`config.mk`:
```
export PLATFORM = sky130hd
export DESIGN_NAME = scanline_sine_wave_offset_flat
export DESIGN_NICKNAME = d
export VERILOG_FILES = /design/src/swo_pkg.sv /design/src/swo_if.sv /design/src/scanline_sine_wave_offset.sv /design/src/flat_wrapper.sv
export SDC_FILE = /design/constraint.sdc
export NUM_CORES = 1
export LEC_CHECK = 0
export BUFFER_PORTS_ARGS = -buffer_cell sky130_fd_sc_hd__buf_2
export CORE_ASPECT_RATIO = 0.9
export CORE_MARGIN = 1
export CORE_UTILIZATION = 45
export DETAILED_ROUTE_END_ITERATION = 6
export GPL_TIMING_DRIVEN = 1
export PLACE_DENSITY = 0.62
export SYNTH_ARGS = -nofsm -noshare
export SYNTH_HDL_FRONTEND = slang
export SYNTH_SLANG_ARGS = --single-unit
```
`constraint.sdc`:
```
create_clock -name clk -period 6.2 [get_ports clk]
set_input_delay 1.24 -clock clk [delete_from_list [all_inputs] [get_ports clk]]
set_output_delay 1.24 -clock clk [all_outputs]
set_load 0.05 [all_outputs]
```
`src/swo_pkg.sv`:
```
// swo_pkg: shared constants, register indexes and the sine lookup for the
// scanline sine-wave offset block. No dependencies.
`default_nettype none

package swo_pkg;

    // field widths
    localparam int LINE_W   = 8;
    localparam int SCROLL_W = 16;
    localparam int PADDR_W  = 5;
    localparam int PDATA_W  = 32;

    // serial datapath: bits handled per cycle and step counts
    localparam int DIGIT_W    = 2;
    localparam int MUL_STEPS  = 8 / DIGIT_W;
    localparam int ADD_STEPS  = SCROLL_W / DIGIT_W;
    localparam int STEP_CNT_W = $clog2(ADD_STEPS);

    // register indexes (byte address / 4)
    localparam logic [2:0] REG_START_LINE = 3'd0;
    localparam logic [2:0] REG_END_LINE   = 3'd1;
    localparam logic [2:0] REG_FREQUENCY  = 3'd2;
    localparam logic [2:0] REG_AMPLITUDE  = 3'd3;
    localparam logic [2:0] REG_DELAY      = 3'd4;
    localparam logic [2:0] REG_USE_BASE   = 3'd5;

    // request kinds
    localparam logic REQ_TICK  = 1'b0;
    localparam logic REQ_QUERY = 1'b1;

    // quarter wave, 256*sin(2*pi*i/256) truncated, i = 0..64
    localparam logic [8:0] QUARTER_SINE [0:64] = '{
        9'd0,   9'd6,   9'd12,  9'd18,  9'd25,  9'd31,  9'd37,  9'd43,
        9'd49,  9'd56,  9'd62,  9'd68,  9'd74,  9'd80,  9'd86,  9'd92,
        9'd97,  9'd103, 9'd109, 9'd115, 9'd120, 9'd126, 9'd131, 9'd136,
        9'd142, 9'd147, 9'd152, 9'd157, 9'd162, 9'd167, 9'd171, 9'd176,
        9'd181, 9'd185, 9'd189, 9'd193, 9'd197, 9'd201, 9'd205, 9'd209,
        9'd212, 9'd216, 9'd219, 9'd222, 9'd225, 9'd228, 9'd231, 9'd234,
        9'd236, 9'd238, 9'd241, 9'd243, 9'd244, 9'd246, 9'd248, 9'd249,
        9'd251, 9'd252, 9'd253, 9'd254, 9'd254, 9'd255, 9'd255, 9'd255,
        9'd256
    };

    // magnitude of the sine at a 256-step index; sign is idx[7]
    function automatic logic [8:0] sine_mag(input logic [7:0] idx);
        logic [7:0] j;
        j = {1'b0, idx[6:0]};
        if (j > 8'd64)
            j = 8'd128 - j;
        return QUARTER_SINE[j[6:0]];
    endfunction

endpackage

`default_nettype wire

```
`src/swo_if.sv`:
```
// swo_req_if / swo_res_if: valid/ready channels for requests and results
// of the scanline sine-wave offset block. No dependencies.
`default_nettype none

interface swo_req_if;
    logic        valid;
    logic        ready;
    logic        req_type;
    logic [7:0]  line_index;
    logic [15:0] base_scroll;

    modport source (output valid, output req_type, output line_index,
                    output base_scroll, input ready);
    modport sink   (input valid, input req_type, input line_index,
                    input base_scroll, output ready);
endinterface

interface swo_res_if;
    logic        valid;
    logic        ready;
    logic [15:0] offset_value;
    logic        in_window;

    modport source (output valid, output offset_value, output in_window,
                    input ready);
    modport sink   (input valid, input offset_value, input in_window,
                    output ready);
endinterface

`default_nettype wire

```
`src/scanline_sine_wave_offset.sv`:
```
// scanline_sine_wave_offset: top level, per-scanline wavy scroll offsets
// depends on swo_pkg and the channel interfaces in swo_if.sv
`default_nettype none

// usage
//   req (sink): one request per handshake. a frame tick (req_type 0) latches
//   the base scroll and phase and, once the delay has run out, steps the
//   phase; a scanline query (req_type 1) asks for the offset of line_index.
//   res (source): one result per request, offset_value and in_window;
//   ticks and lines outside [start_line, end_line) answer zero.
//   apb: six registers at byte addresses 0x00..0x14; the user must write
//   them only while idle, the block itself leaves this unchecked.
// timing
//   one request in flight at a time. ticks and out-of-window queries go
//   straight to the hand-off; an in-window query passes through the sine
//   index product, the table read, the amplitude product (2 bits per cycle
//   each), the sign and scale step, the 2-bit serial add of the base and
//   the hand-off. the next request is accepted only once back in idle.
//   the result sits in an output register; a stalled receiver only holds
//   the block once the next result is ready to move into that register.
// reset
//   rst_n sets configuration and control registers to reset values: empty
//   window, frequency 1, amplitude 0, no delay, base scroll off, phase zero.

module scanline_sine_wave_offset
    import swo_pkg::*;
(
    input  wire logic               clk,
    input  wire logic               rst_n,
    swo_req_if.sink                 req,
    swo_res_if.source               res,
    input  wire logic               psel,
    input  wire logic               penable,
    input  wire logic               pwrite,
    input  wire logic [PADDR_W-1:0] paddr,
    input  wire logic [PDATA_W-1:0] pwdata,
    output logic      [PDATA_W-1:0] prdata,
    output logic                    pready
);

    // sequencer states
    localparam logic [2:0] S_IDLE = 3'd0;
    localparam logic [2:0] S_MUL1 = 3'd1;
    localparam logic [2:0] S_LOOK = 3'd2;
    localparam logic [2:0] S_MUL2 = 3'd3;
    localparam logic [2:0] S_NEG  = 3'd4;
    localparam logic [2:0] S_ADD  = 3'd5;
    localparam logic [2:0] S_DONE = 3'd6;

    // configuration registers
    logic [7:0]  start_line_reg;
    logic [8:0]  end_line_reg;
    logic [7:0]  frequency_reg;
    logic [7:0]  amplitude_reg;
    logic [15:0] delay_frames_reg;
    logic        use_base_reg;

    // frame state
    logic [7:0]  wave_phase_reg,  wave_phase_next;
    logic [15:0] frames_left_reg, frames_left_next;
    logic [7:0]  shown_phase_reg, shown_phase_next;
    logic [15:0] shown_base_reg,  shown_base_next;

    // sequencer and serial datapath
    logic [2:0]            state_reg,   state_next;
    logic [STEP_CNT_W-1:0] cnt_reg,     cnt_next;
    logic [7:0]            k_sh_reg,    k_sh_next;
    logic [7:0]            f_sh_reg,    f_sh_next;
    logic [7:0]            idx_reg,     idx_next;
    logic [15:0]           mag_sh_reg,  mag_sh_next;
    logic [7:0]            a_sh_reg,    a_sh_next;
    logic                  neg_reg,     neg_next;
    logic [15:0]           prod_reg,    prod_next;
    logic [15:0]           wave_sh_reg, wave_sh_next;
    logic [15:0]           base_sh_reg, base_sh_next;
    logic                  carry_reg,   carry_next;
    logic [15:0]           res_sh_reg,  res_sh_next;
    logic                  win_reg,     win_next;

    // output register
    logic        out_valid_reg, out_valid_next;
    logic [15:0] out_offset_reg, out_offset_next;
    logic        out_win_reg,    out_win_next;

    logic        cfg_wr;
    logic        accept;
    logic        hit;
    logic [8:0]  phase_plus2;
    logic [16:0] wrap_prod;
    logic        wrap;
    logic [23:0] signed_prod;
    logic [2:0]  dsum;
    logic        out_load;

    // ---------------------------------------------------------------
    // apb register file
    // ---------------------------------------------------------------
    assign pready = 1'b1;
    assign cfg_wr = psel & penable & pwrite;

    always_comb
    begin
        unique case (paddr[4:2])
            REG_START_LINE: prdata = PDATA_W'(start_line_reg);
            REG_END_LINE:   prdata = PDATA_W'(end_line_reg);
            REG_FREQUENCY:  prdata = PDATA_W'(frequency_reg);
            REG_AMPLITUDE:  prdata = PDATA_W'(amplitude_reg);
            REG_DELAY:      prdata = PDATA_W'(delay_frames_reg);
            REG_USE_BASE:   prdata = PDATA_W'(use_base_reg);
            default:        prdata = '0;
        endcase
    end

    always_ff @(posedge clk or negedge rst_n)
    begin
        if (!rst_n)
        begin
            start_line_reg   <= 8'd0;
            end_line_reg     <= 9'd0;
            frequency_reg    <= 8'd1;
            amplitude_reg    <= 8'd0;
            delay_frames_reg <= 16'd0;
            use_base_reg     <= 1'b0;
        end
        else if (cfg_wr)
        begin
            unique case (paddr[4:2])
                REG_START_LINE: start_line_reg   <= pwdata[7:0];
                REG_END_LINE:   end_line_reg     <= pwdata[8:0];
                REG_FREQUENCY:  frequency_reg    <= pwdata[7:0];
                REG_AMPLITUDE:  amplitude_reg    <= pwdata[7:0];
                REG_DELAY:      delay_frames_reg <= pwdata[15:0];
                REG_USE_BASE:   use_base_reg     <= pwdata[0];
                default:        ;
            endcase
        end
    end

    // ---------------------------------------------------------------
    // request side
    // ---------------------------------------------------------------
    assign req.ready = (state_reg == S_IDLE);
    assign accept    = req.valid & req.ready;

    // window test; lines are 8 bits so the line count limit always holds
    assign hit = (req.line_index >= start_line_reg)
               && ({1'b0, req.line_index} < end_line_reg);

    // phase wrap: phase+1 >= floor(256/f)  <=>  (phase+2)*f > 256
    assign phase_plus2 = {1'b0, wave_phase_reg} + 9'd2;
    assign wrap_prod   = 17'(phase_plus2) * 17'(frequency_reg);
    assign wrap        = (frequency_reg == 8'd0) ? (wave_phase_reg == 8'hFF)
                                                 : (wrap_prod > 17'd256);

    // scaled, signed product: bits 23:8 of the 24-bit two's complement
    assign signed_prod = neg_reg ? (24'd0 - {8'd0, prod_reg}) : {8'd0, prod_reg};

    // one 2-bit digit of the base add
    assign dsum = {1'b0, wave_sh_reg[DIGIT_W-1:0]} + {1'b0, base_sh_reg[DIGIT_W-1:0]}
                + {2'b00, carry_reg};

    assign out_load = (state_reg == S_DONE) && (!out_valid_reg || res.ready);

    always_comb
    begin
        state_next       = state_reg;
        cnt_next         = cnt_reg;
        k_sh_next        = k_sh_reg;
        f_sh_next        = f_sh_reg;
        idx_next         = idx_reg;
        mag_sh_next      = mag_sh_reg;
        a_sh_next        = a_sh_reg;
        neg_next         = neg_reg;
        prod_next        = prod_reg;
        wave_sh_next     = wave_sh_reg;
        base_sh_next     = base_sh_reg;
        carry_next       = carry_reg;
        res_sh_next      = res_sh_reg;
        win_next         = win_reg;
        wave_phase_next  = wave_phase_reg;
        frames_left_next = frames_left_reg;
        shown_phase_next = shown_phase_reg;
        shown_base_next  = shown_base_reg;

        // a delay write restarts the frame countdown
        if (cfg_wr && (paddr[4:2] == REG_DELAY))
            frames_left_next = pwdata[15:0];

        unique case (state_reg)
            S_IDLE:
            begin
                if (accept)
                begin
                    res_sh_next = '0;
                    win_next    = 1'b0;
                    if (req.req_type == REQ_TICK)
                    begin
                        shown_base_next  = use_base_reg ? req.base_scroll : 16'd0;
                        shown_phase_next = wave_phase_reg;
                        if (frames_left_reg != 16'd0)
                            frames_left_next = frames_left_reg - 16'd1;
                        else
                            wave_phase_next = wrap ? 8'd0 : (wave_phase_reg + 8'd1);
                        state_next = S_DONE;
                    end
                    else if (hit)
                    begin
                        // wave index k, only its low 8 bits matter
                        k_sh_next  = shown_phase_reg + (req.line_index - start_line_reg);
                        f_sh_next  = frequency_reg;
                        idx_next   = 8'd0;
                        cnt_next   = STEP_CNT_W'(MUL_STEPS - 1);
                        state_next = S_MUL1;
                    end
                    else
                    begin
                        state_next = S_DONE;
                    end
                end
            end

            S_MUL1:
            begin
                // sine index = k * frequency mod 256, two multiplier bits a cycle
                idx_next  = idx_reg + 8'(k_sh_reg * 8'(f_sh_reg[DIGIT_W-1:0]));
                k_sh_next = k_sh_reg << DIGIT_W;
                f_sh_next = f_sh_reg >> DIGIT_W;
                cnt_next  = cnt_reg - 1'b1;
                if (cnt_reg == '0)
                    state_next = S_LOOK;
            end

            S_LOOK:
            begin
                mag_sh_next = 16'(sine_mag(idx_reg));
                neg_next    = idx_reg[7];
                a_sh_next   = amplitude_reg;
                prod_next   = 16'd0;
                cnt_next    = STEP_CNT_W'(MUL_STEPS - 1);
                state_next  = S_MUL2;
            end

            S_MUL2:
            begin
                // |sine| * amplitude fits 16 bits
                prod_next   = prod_reg + 16'(mag_sh_reg * 16'(a_sh_reg[DIGIT_W-1:0]));
                mag_sh_next = mag_sh_reg << DIGIT_W;
                a_sh_next   = a_sh_reg >> DIGIT_W;
                cnt_next    = cnt_reg - 1'b1;
                if (cnt_reg == '0)
                    state_next = S_NEG;
            end

            S_NEG:
            begin
                wave_sh_next = signed_prod[23:8];
                base_sh_next = shown_base_reg;
                carry_next   = 1'b0;
                cnt_next     = STEP_CNT_W'(ADD_STEPS - 1);
                state_next   = S_ADD;
            end

            S_ADD:
            begin
                // lsb-first digit add, sum enters at the top of the result
                res_sh_next  = {dsum[DIGIT_W-1:0], res_sh_reg[15:DIGIT_W]};
                wave_sh_next = wave_sh_reg >> DIGIT_W;
                base_sh_next = base_sh_reg >> DIGIT_W;
                carry_next   = dsum[DIGIT_W];
                cnt_next     = cnt_reg - 1'b1;
                if (cnt_reg == '0)
                begin
                    win_next   = 1'b1;
                    state_next = S_DONE;
                end
            end

            S_DONE:
            begin
                if (out_load)
                    state_next = S_IDLE;
            end

            default:
            begin
                state_next = S_IDLE;
            end
        endcase
    end

    // ---------------------------------------------------------------
    // result register
    // ---------------------------------------------------------------
    always_comb
    begin
        out_valid_next  = out_valid_reg;
        out_offset_next = out_offset_reg;
        out_win_next    = out_win_reg;
        if (out_load)
        begin
            out_valid_next  = 1'b1;
            out_offset_next = res_sh_reg;
            out_win_next    = win_reg;
        end
        else if (res.ready)
        begin
            out_valid_next = 1'b0;
        end
    end

    assign res.valid        = out_valid_reg;
    assign res.offset_value = out_offset_reg;
    assign res.in_window    = out_win_reg;

    // control and frame state
    always_ff @(posedge clk or negedge rst_n)
    begin
        if (!rst_n)
        begin
            state_reg       <= S_IDLE;
            cnt_reg         <= '0;
            out_valid_reg   <= 1'b0;
            wave_phase_reg  <= 8'd0;
            frames_left_reg <= 16'd0;
            shown_phase_reg <= 8'd0;
            shown_base_reg  <= 16'd0;
        end
        else
        begin
            state_reg       <= state_next;
            cnt_reg         <= cnt_next;
            out_valid_reg   <= out_valid_next;
            wave_phase_reg  <= wave_phase_next;
            frames_left_reg <= frames_left_next;
            shown_phase_reg <= shown_phase_next;
            shown_base_reg  <= shown_base_next;
        end
    end

    // datapath, no reset
    always_ff @(posedge clk)
    begin
        k_sh_reg       <= k_sh_next;
        f_sh_reg       <= f_sh_next;
        idx_reg        <= idx_next;
        mag_sh_reg     <= mag_sh_next;
        a_sh_reg       <= a_sh_next;
        neg_reg        <= neg_next;
        prod_reg       <= prod_next;
        wave_sh_reg    <= wave_sh_next;
        base_sh_reg    <= base_sh_next;
        carry_reg      <= carry_next;
        res_sh_reg     <= res_sh_next;
        win_reg        <= win_next;
        out_offset_reg <= out_offset_next;
        out_win_reg    <= out_win_next;
    end

endmodule

`default_nettype wire

```
`src/flat_wrapper.sv`:
```
// flat-port wrapper written by rule: the top's interface ports become plain ports
module scanline_sine_wave_offset_flat import swo_pkg::*;
  (clk, rst_n, psel, penable, pwrite, paddr, pwdata, prdata, pready, req_valid, req_req_type, req_line_index, req_base_scroll, req_ready, res_valid, res_offset_value, res_in_window, res_ready);
  swo_req_if req_i ();
  swo_res_if res_i ();
  input  wire logic clk;
  input  wire logic rst_n;
  input  wire logic psel;
  input  wire logic penable;
  input  wire logic pwrite;
  input  wire logic [PADDR_W-1:0] paddr;
  input  wire logic [PDATA_W-1:0] pwdata;
  output logic      [PDATA_W-1:0] prdata;
  output logic pready;
  input wire logic [$bits(req_i.valid)-1:0] req_valid;
  input wire logic [$bits(req_i.req_type)-1:0] req_req_type;
  input wire logic [$bits(req_i.line_index)-1:0] req_line_index;
  input wire logic [$bits(req_i.base_scroll)-1:0] req_base_scroll;
  output wire logic [$bits(req_i.ready)-1:0] req_ready;
  output wire logic [$bits(res_i.valid)-1:0] res_valid;
  output wire logic [$bits(res_i.offset_value)-1:0] res_offset_value;
  output wire logic [$bits(res_i.in_window)-1:0] res_in_window;
  input wire logic [$bits(res_i.ready)-1:0] res_ready;
  assign req_i.valid = req_valid;
  assign req_i.req_type = req_req_type;
  assign req_i.line_index = req_line_index;
  assign req_i.base_scroll = req_base_scroll;
  assign req_ready = req_i.ready;
  assign res_valid = res_i.valid;
  assign res_offset_value = res_i.offset_value;
  assign res_in_window = res_i.in_window;
  assign res_i.ready = res_ready;
  scanline_sine_wave_offset u_core (.clk(clk), .rst_n(rst_n), .req(req_i), .res(res_i), .psel(psel), .penable(penable), .pwrite(pwrite), .paddr(paddr), .pwdata(pwdata), .prdata(prdata), .pready(pready));
endmodule
```
==> results.json, run 1 <==
{
  "outcome": "completed",
  "max-cap-violations": 0,
  "cp_slowest_cell": "fa_1",
  "synth_top_cell_area_share": 0.241,
  "ctsHoldBuffers": 0,
  "required_ns": 6.65,
  "worst_ep_arrival_time_ns": 6.22,
  "ir_worst_vdd_uv": 234,
  "postCtsSetupRepairBufs": 0,
  "seqCellArea_um2": 6470,
  "synth_area_um2": 15900,
  "whs_path_depth": 0,
  "cp_num_buf_inv": 4,
  "layout_min_cycle_time_ns": 5.77,
  "place.gp.congestion": 0.857,
  "min_path_type": "flip-flop to flip-flop",
  "worst_setup_path_end_kind": "flip-flop",
  "ff2ff_setup_slack_ns": 0.43,
  "dr.first_iter.drc_count": 768,
  "synthTopCellsByCount": "nand2_1 (312), inv_1 (179), edfxtp_1 (128), dfrtp_1 (104), ha_1 (97)",
  "critical-path-max-stage-delay_ns": 0.55,
  "grt_max_degree": 59,
  "rsz0062_at_grt": "false",
  "fmax_mhz": 173,
  "numCtsBuffers": 24,
  "hpwl_um": 26100,
  "synth_top_cell_by_area": "edfxtp_1",
  "min-delay-start": "u_core.res_sh_reg[1]",
  "avgRoutedWirePerCell_um": 16.0,
  "fin_ws_ns": 0.432,
  "n_fill_cell": 3194,
  "critPathMaxFanout": 8,
  "vias": 11900,
  "post-route-period-util": 0.930,
  "r2r-end": "u_core.wave_phase_reg[0]",
  "initial_utilization": 0.463,
  "placeableCoreArea_um2": 34400,
  "die_area_um2": 36200,
  "drc": 0,
  "gr-total-overflow": 0,
  "async_flop_share": 0.451,
  "worstReg2RegStart": "u_core.wave_phase_reg[1]",
  "skew_ns": 0.0219,
  "synth_cells": 1677,
  "r2r_cells": 20,
  "vias_per_cell": 5.33,
  "grt_pass1_vias": 11700,
  "die_w_um": 200,
  "synth_area_per_cell_um2": 9.50,
  "cts_root_buf": "clkbuf_16",
  "antenna_found_initial": 0,
  "num_io_pins": 121,
  "multi_input_area_um2": 8520,
  "utilization": 0.515,
  "synth-edff-count": 128,
  "cp_cell_sequence": "ha_1 -> nand3_1 -> xnor2_1 -> buf_4 -> nand2_1 -> fa_1 -> inv_1 -> fa_1 -> fa_1 -> inv_1 -> fa_1 -> inv_1 -> ha_1 -> o2111ai_1 -> and3_1 -> o31ai_1 -> nand3_1 -> a2111oi_4 -> a31oi_1 -> o31ai_1",
  "ys_types": 77,
  "criticalPathCategory": "flip-flop to flip-flop",
  "slew_violations": 0,
  "finalHoldViolCount": 0,
  "fp.dieH_um": 180,
  "port_buffers": 85,
  "synth_seq_cells": 233,
  "diodes": 0,
  "maxSlewHeadroom": 0.282,
  "startpoint_type": "flip-flop",
  "tightestPinTransition_ns": 1.07,
  "preCtsSetupSlack_ns": 0.397,
  "path_delay_family": "adder cells",
  "yosys_warnings": 0,
  "p_per_area_nw_per_um2": 483,
  "clockBufferDepth": 3,
  "fin_area_um2": 17700,
  "ys_seq_area_frac": 0.406,
  "std_cell_rows": 64,
  "cts_tree": "done",
  "wl_um": 35600,
  "grtUsageTotal": 0.200,
  "fin_nets": 1987,
  "dpl_cell_area_um2": 16800,
  "ant_nets": 0,
  "cp_common_cell": "fa_1",
  "htreeDepth": 1,
  "cts_resized": 0,
  "post-synth-top-count-cell": "nand2_1",
  "setup_tns_ns": 0,
  "finalSetupViolations": 0,
  "clock-sinks": 233,
  "drt-pass1-iter-count": 5,
  "area_growth_pct": 11.2,
  "synth.area.top_cells": "edfxtp_1 (24%), dfrtp_1 (16%), fa_1 (9.2%)",
  "drive_above_1_share": 0.118,
  "clk_pin_slew_ns": 0.06,
  "min_to": "u_core.res.offset_value[1]",
  "p_leak_nw": 8.25,
  "clk_latency_ns": 0.55,
  "synth_flop_cell": "edfxtp_1",
  "grt_pass1_wl_um": 59500
}
[kinds of logic after synthesis]
logic type | after synthesis | share of synthesized area
AO/OA/AOI/OAI | 287 | 0.118
XOR/XNOR | 54 | 0.0297
adder cells (fa/ha/maj) | 170 | 0.168
buffers and inverters | 261 | 0.0664
flip-flops | 233 | 0.406
multiplexers | 38 | 0.0273
other | 2 | 0.000472
AND/OR/NAND/NOR | 632 | 0.184
[cell usage in the layout (no fill, tap or decap), types with 10 or more instances in the layout]
cell       count
nand2_1      312
inv_1        179
edfxtp_1     128
dfrtp_1      104
ha_1          97
nor2_1        87
buf_2         84
o21ai_0       79
fa_1          73
a21oi_1       60
and2_1        56
nand3_1       39
xnor2_1       37
mux2_2        33
nor2b_1       32
and3_1        29
buf_4         28
clkbuf_16     24
nor3_1        19
a21o_1        18
conb_1        17
a22oi_1       16
xor2_1        16
nand2b_1      14
o211ai_1      13
o31ai_1       11
o22ai_1       10
[stage by stage]
step                      hold slack, ns  power [mW]  std cells
after global routing               0.429        9.33       2227
after detailed placement           0.412        7.00       2184
after CTS                          0.426        8.60       2227
after global placement             0.401        6.87       2184
after floorplan                    0.400        6.02       1692
final                              0.421        8.56       2227
[layout make-up]
| type | instances | area share |
|---|---|---|
| Clock buffer | 30 | 0.0374 |
| Clock inverter | 13 | 0.0106 |
| Inverter | 179 | 0.0379 |
| Multi-Input combinational cell | 1198 | 0.481 |
| Sequential cell | 233 | 0.365 |
| Tap cell | 462 | 0.0326 |
| Timing Repair Buffer | 112 | 0.0356 |
[worst max path at each step]
stage | to | cells after the start | startpoint
floorplan | u_core.wave_phase_reg[0] | 20 | u_core.wave_phase_reg[2]
global placement | u_core.wave_phase_reg[0] | 20 | u_core.wave_phase_reg[3]
detailed placement | u_core.wave_phase_reg[0] | 20 | u_core.wave_phase_reg[1]
CTS | u_core.wave_phase_reg[0] | 20 | u_core.wave_phase_reg[1]
global route | u_core.wave_phase_reg[2] | 20 | u_core.wave_phase_reg[1]
finish | u_core.wave_phase_reg[0] | 20 | u_core.wave_phase_reg[1]
[per-layer routing]
layer | GRT usage | vias to the layer above | wire [µm]
met5 | 0 | - | 0
met4 | 0.0373 | 0 | 545
met3 | 0.0251 | 47 | 1350
met2 | 0.324 | 242 | 16500
met1 | 0.289 | 5787 | 17300
li1 | - | 5795 | -
[where the power goes]
part           leakage, nW  switching (mW)  total [mW]  internal, mW
Sequential            2.56           0.435        2.83          2.40
Combinational         5.28            2.50        4.17          1.67
Clock                0.413           0.624        1.55         0.929
Total                 8.25            3.56        8.56          5.00
[worst reg2reg max path, stage by stage, from the launching register on]
cell	delay (ns)
dfrtp_1	0.48
ha_1	0.30
nand3_1	0.11
xnor2_1	0.20
buf_4	0.19
nand2_1	0.08
fa_1	0.52
inv_1	0.05
fa_1	0.46
fa_1	0.55
inv_1	0.05
fa_1	0.52
inv_1	0.04
ha_1	0.37
o2111ai_1	0.23
and3_1	0.26
o31ai_1	0.27
nand3_1	0.19
a2111oi_4	0.42
a31oi_1	0.16
o31ai_1	0.22
No activity file was read; power rests on OpenSTA's default activity.
==> run 2, diff against run 1 <==
Settings changed: GPL_TIMING_DRIVEN 1 to 0.
==> results.json, run 2 (synthesized netlist as in run 1, its figures left out) <==
{
  "outcome": "completed",
  "grt_pass1_wl_um": 62800,
  "wl_um": 37900,
  "place.gp.congestion": 0.866,
  "tightestPinTransition_ns": 1.18,
  "startpoint": "u_core.wave_phase_reg[2]",
  "n_fill_cell": 3168,
  "p_comb_frac": 0.501,
  "avgRoutedWirePerCell_um": 16.6,
  "fin_nets": 2047,
  "placeableCoreArea_um2": 34400,
  "hpwl_um": 28500,
  "pwr-share-clk": 0.180,
  "port_buffers": 84,
  "drive_above_1_share": 0.117,
  "die_w_um": 200,
  "worstReg2RegStart": "u_core.wave_phase_reg[2]",
  "fin_cells": 2288,
  "die_area_um2": 36200,
  "dr.first_iter.drc_count": 765,
  "clk_pin_slew_ns": 0.06,
  "layout_common_cells": "nand2_1 (312), inv_1 (179), edfxtp_1 (128)",
  "worst_setup_path_end_kind": "flip-flop",
  "multi_input_area_um2": 8540,
  "place_inst": 2243,
  "p_switching_mw": 3.66,
  "finalSetupViolations": 0,
  "std_cell_rows": 64,
  "p_seq_frac": 0.319,
  "clockBufferDepth": 3,
  "met1_usage": 0.310,
  "busiest_layer": "met2",
  "initial_utilization": 0.463,
  "min-delay-start": "u_core.win_reg",
  "min_path_type": "flip-flop to flip-flop",
  "worst_ep_arrival_time_ns": 6.32,
  "critPathMaxFanout": 8,
  "fmax_mhz": 170,
  "numCtsBuffers": 25,
  "internal_power_mw": 5.03,
  "antenna_found_initial": 0,
  "clock-sinks": 233,
  "num_io_pins": 121,
  "ctsHoldBuffers": 0,
  "p_sw_frac": 0.421,
  "grtUsageTotal": 0.212,
  "ir_worst_vdd_uv": 278,
  "max-cap-violations": 0,
  "seqCellArea_um2": 6470,
  "drt-pass1-iter-count": 6,
  "finalPower_mw": 8.70,
  "final_common_cell": "nand2_1",
  "ant_nets": 0,
  "area_growth_pct": 13.3,
  "rsz0062_at_grt": "true",
  "grt_util_met2": 0.341,
  "grt_pass1_vias": 12000,
  "diodes": 0,
  "required_ns": 6.65,
  "cts_tree": "done",
  "p_leak_nw": 8.37,
  "criticalPathCategory": "flip-flop to flip-flop",
  "layout_min_cycle_time_ns": 5.87,
  "maxSlewHeadroom": 0.210,
  "post-route-period-util": 0.946,
  "p_per_area_nw_per_um2": 482,
  "startpoint_type": "flip-flop",
  "vias": 12200,
  "finalHoldViolCount": 0,
  "skew_ns": 0.00882,
  "postCtsSetupRepairBufs": 0,
  "fp.dieH_um": 180,
  "cts_root_buf": "clkbuf_16",
  "slew_violations": 0,
  "grt_max_degree": 57,
  "vias_per_cell": 5.34,
  "htreeDepth": 1,
  "setup_tns_ns": 0,
  "drc": 0,
  "clk_latency_ns": 0.53,
  "gr-total-overflow": 0,
  "use_met3": 0.0306
}
==> run 2: cell count changes in the layout (fill, tap and decap cells not counted), sizes merged <==
| cell | before | now |
|---|---|---|
| clkbuf | 30 | 88 |
| bufinv | 4 | 3 |
| clkinv | 6 | 7 |
| inv | 180 | 183 |
==> run 2: timing repair <==
item	4_1_cts	5_1_grt
resized for setup	0	7
hold endpoints to repair	0	0
setup endpoints to repair	0	8
==> run 2: metrics by stage <==
step / util / hold slack (ns) / setup WS, ns / area [µm²]
global placement: 0.493 / 0.402 / 0.0984 / 17000
finish: 0.524 / 0.416 / 0.333 / 18000
floorplan: - / 0.400 / 0.890 / 16000
CTS: 0.522 / 0.416 / 0.0233 / 18000
global route: 0.524 / 0.436 / -0.00445 / 18000
detailed placement: 0.497 / 0.406 / 0.0568 / 17100
==> run 2: final timing paths <==
| check | endpoint | slack, ns | cells past startpoint |
|---|---|---|---|
| worst min-delay path | u_core.res.in_window | 0.42 | 0 |
| worst max register to register | u_core.wave_phase_reg[3] | 0.33 | 20 |
| min in group asynchronous | u_core.shown_base_reg[10] | 0.77 | 1 |
| worst min register to register | u_core.res.in_window | 0.42 | 0 |
| max in group asynchronous | u_core.frequency_reg[0] | 4.65 | 2 |
| worst max-delay path | u_core.wave_phase_reg[3] | 0.33 | 20 |
==> run 2: layout make-up <==
type | count | share of cell area
timing repair buffer | 89 | 0.0298
inverter | 179 | 0.0372
sequential | 233 | 0.359
clock buffer | 29 | 0.0377
tap | 462 | 0.0320
clock inverter | 16 | 0.00943
buffer | 82 | 0.0214
multi-input combinational | 1198 | 0.474
==> run 2: layer usage <==
metal / wire, µm / up-vias
met4: 393 / 0
met1: 18300 / 5975
li1: - / 5932
met3: 1760 / 35
met2: 17500 / 265
met5: 0 / -
==> run 2: critical path, cell delays in order (launching register included) <==
cell	delay (ns)
dfrtp_1	0.46
ha_1	0.32
nand3_1	0.21
xnor2_4	0.33
nand2_1	0.12
fa_1	0.47
fa_1	0.49
inv_1	0.06
fa_1	0.53
inv_1	0.05
fa_1	0.53
inv_1	0.04
ha_1	0.36
a21o_1	0.20
a21oi_1	0.22
and3_1	0.26
o211ai_1	0.10
and2_0	0.19
a2111oi_4	0.44
a311oi_2	0.25
nor2_1	0.17
==> run 2: power by group through the flow <==
stage                     Combinational (mW)  Sequential, mW  Clock (mW)
after floorplan                         3.33            2.69           0
final                                   4.36            2.77        1.56
after detailed placement                4.33            2.79           0
after global routing                    5.00            2.84        1.65
after CTS                               4.36            2.77        1.59
after global placement                  4.14            2.80           0
==> run 3, diff against run 2 <==
Settings changed: GPL_ROUTABILITY_DRIVEN set to 1, SLEW_MARGIN set to 20.
Clock period 6.2 ns to 7.3 ns, I/O delays scaled along.
==> results.json, run 3 (synthesized netlist as in run 1, its figures left out) <==
{
  "gr-total-overflow": 0,
  "startpoint_type": "flip-flop",
  "drc": 0,
  "die_w_um": 200,
  "avgRoutedWirePerCell_um": 16.5,
  "cts_root_buf": "clkbuf_16",
  "min_path_type": "flip-flop to flip-flop",
  "grt_pass1_vias": 12200,
  "ctsHoldBuffers": 0,
  "criticalPathCategory": "flip-flop to flip-flop",
  "clk_latency_ns": 0.53,
  "setup_tns_ns": 0,
  "grt_pass1_wl_um": 63200,
  "layout_common_cells": "nand2_1 (312), inv_1 (179), edfxtp_1 (128)",
  "worst_ep_arrival_time_ns": 6.63,
  "maxSlewHeadroom": 0.202,
  "fmax_mhz": 161,
  "std_cell_rows": 64,
  "fin_nets": 2048,
  "layout_min_cycle_time_ns": 6.20,
  "place_inst": 2244,
  "placeableCoreArea_um2": 34400,
  "outcome": "completed",
  "hpwl_um": 28500,
  "skew_ns": 0.0114,
  "p_leak_nw": 8.33,
  "rsz0062_at_grt": "false",
  "multi_input_area_um2": 8490,
  "port_buffers": 84,
  "ant_nets": 0,
  "dr.first_iter.drc_count": 854,
  "antenna_found_initial": 0,
  "utilization": 0.521,
  "final_common_cell": "nand2_1",
  "fp.dieH_um": 180,
  "post-route-period-util": 0.849,
  "cts_resized": 0,
  "diodes": 0,
  "clockBufferDepth": 3,
  "postCtsSetupRepairBufs": 0,
  "clock-sinks": 233,
  "required_ns": 7.73,
  "seqCellArea_um2": 6470,
  "r2r_cells": 20,
  "vias_per_cell": 5.35,
  "drt-pass1-iter-count": 5,
  "ir_worst_vdd_uv": 214,
  "max-cap-violations": 0,
  "grtUsageTotal": 0.213,
  "slew_violations": 0,
  "clk_pin_slew_ns": 0.06,
  "n_fill_cell": 3190,
  "grt_max_degree": 77,
  "vias": 12200,
  "whs_path_depth": 0,
  "initial_utilization": 0.463,
  "die_area_um2": 36200,
  "cts_tree": "done",
  "finalHoldViolCount": 0,
  "critPathMaxFanout": 8,
  "wl_um": 37800,
  "fin_cells": 2288,
  "area_growth_pct": 12.7,
  "num_io_pins": 121,
  "numCtsBuffers": 25,
  "drive_above_1_share": 0.112,
  "worst_setup_path_end_kind": "flip-flop",
  "tightestPinTransition_ns": 1.19,
  "p_per_area_nw_per_um2": 410,
  "htreeDepth": 1,
  "place.gp.congestion": 0.866,
  "finalSetupViolations": 0
}
==> run 3: changes by cell type in the layout (fill, tap and decap cells not counted), moves of 2 or more <==
cell      change
xnor2_1       +3
clkbuf_1      +4
xor2_2        -2
xnor2_2       -2
inv_6         -3
xor2_1        +2
clkinv_2      -2
==> run 3: power by group <==
| group | internal [mW] | total, mW | switching, mW |
|---|---|---|---|
| sequential | 2.03 | 2.35 | 0.317 |
| combinational | 1.45 | 3.70 | 2.25 |
| clock | 0.774 | 1.30 | 0.531 |
| total | 4.26 | 7.35 | 3.09 |
==> run 3: area by class of cell <==
cell class                 count  area share
buffer                        82      0.0215
clock buffer                  33      0.0387
clock inverter                11     0.00753
inverter                     179      0.0374
multi-input combinational   1198       0.473
sequential                   233       0.360
tap                          462      0.0322
timing repair buffer          90      0.0293
==> run 3: critical path: stages (launching register included) <==
cell       delay [ns]
dfrtp_1          0.46
ha_1             0.29
nand3_1          0.12
xnor2_1          0.62
nand2_1          0.15
fa_1             0.47
fa_1             0.49
inv_1            0.06
fa_1             0.53
inv_1            0.05
fa_1             0.52
inv_1            0.04
ha_1             0.36
a21o_1           0.20
a21oi_1          0.23
and3_1           0.27
o211ai_1         0.10
and2_0           0.16
a2111oi_2        0.56
a31oi_1          0.21
o31ai_1          0.21
==> run 3: final timing paths <==
| path | end | startpoint | slack [ns] |
|---|---|---|---|
| setup / recovery | u_core.wave_phase_reg[1] | u_core.wave_phase_reg[2] | 1.10 |
| hold / removal | u_core.res.offset_value[0] | u_core.res_sh_reg[0] | 0.42 |
| setup reg to reg | u_core.wave_phase_reg[1] | u_core.wave_phase_reg[2] | 1.10 |
| hold reg to reg | u_core.res.offset_value[0] | u_core.res_sh_reg[0] | 0.42 |
| max in group asynchronous | u_core.frequency_reg[0] | rst_n | 5.76 |
| min in group asynchronous | u_core.shown_base_reg[10] | rst_n | 0.82 |
==> run 3: per-layer routing <==
metal,vias to the layer above,share of wire,global-route usage
met2,337,0.46,0.345
met3,40,0.055,0.0304
li1,5927,-,-
met4,0,0.014,0.0351
met5,-,0,0
met1,5927,0.47,0.308
==> run 3: per-stage QoR <==
step	cell area (µm²)	hold slack [ns]	total power, mW	worst slack [ns]
3_3_place_gp	17000	0.402	5.89	1.05
4_1_cts	18000	0.421	7.38	1.11
6_report	18000	0.420	7.35	1.10
3_5_place_dp	17100	0.406	6.03	1.14
2_1_floorplan	16000	0.400	5.11	1.99
5_1_grt	18000	0.434	8.02	0.643
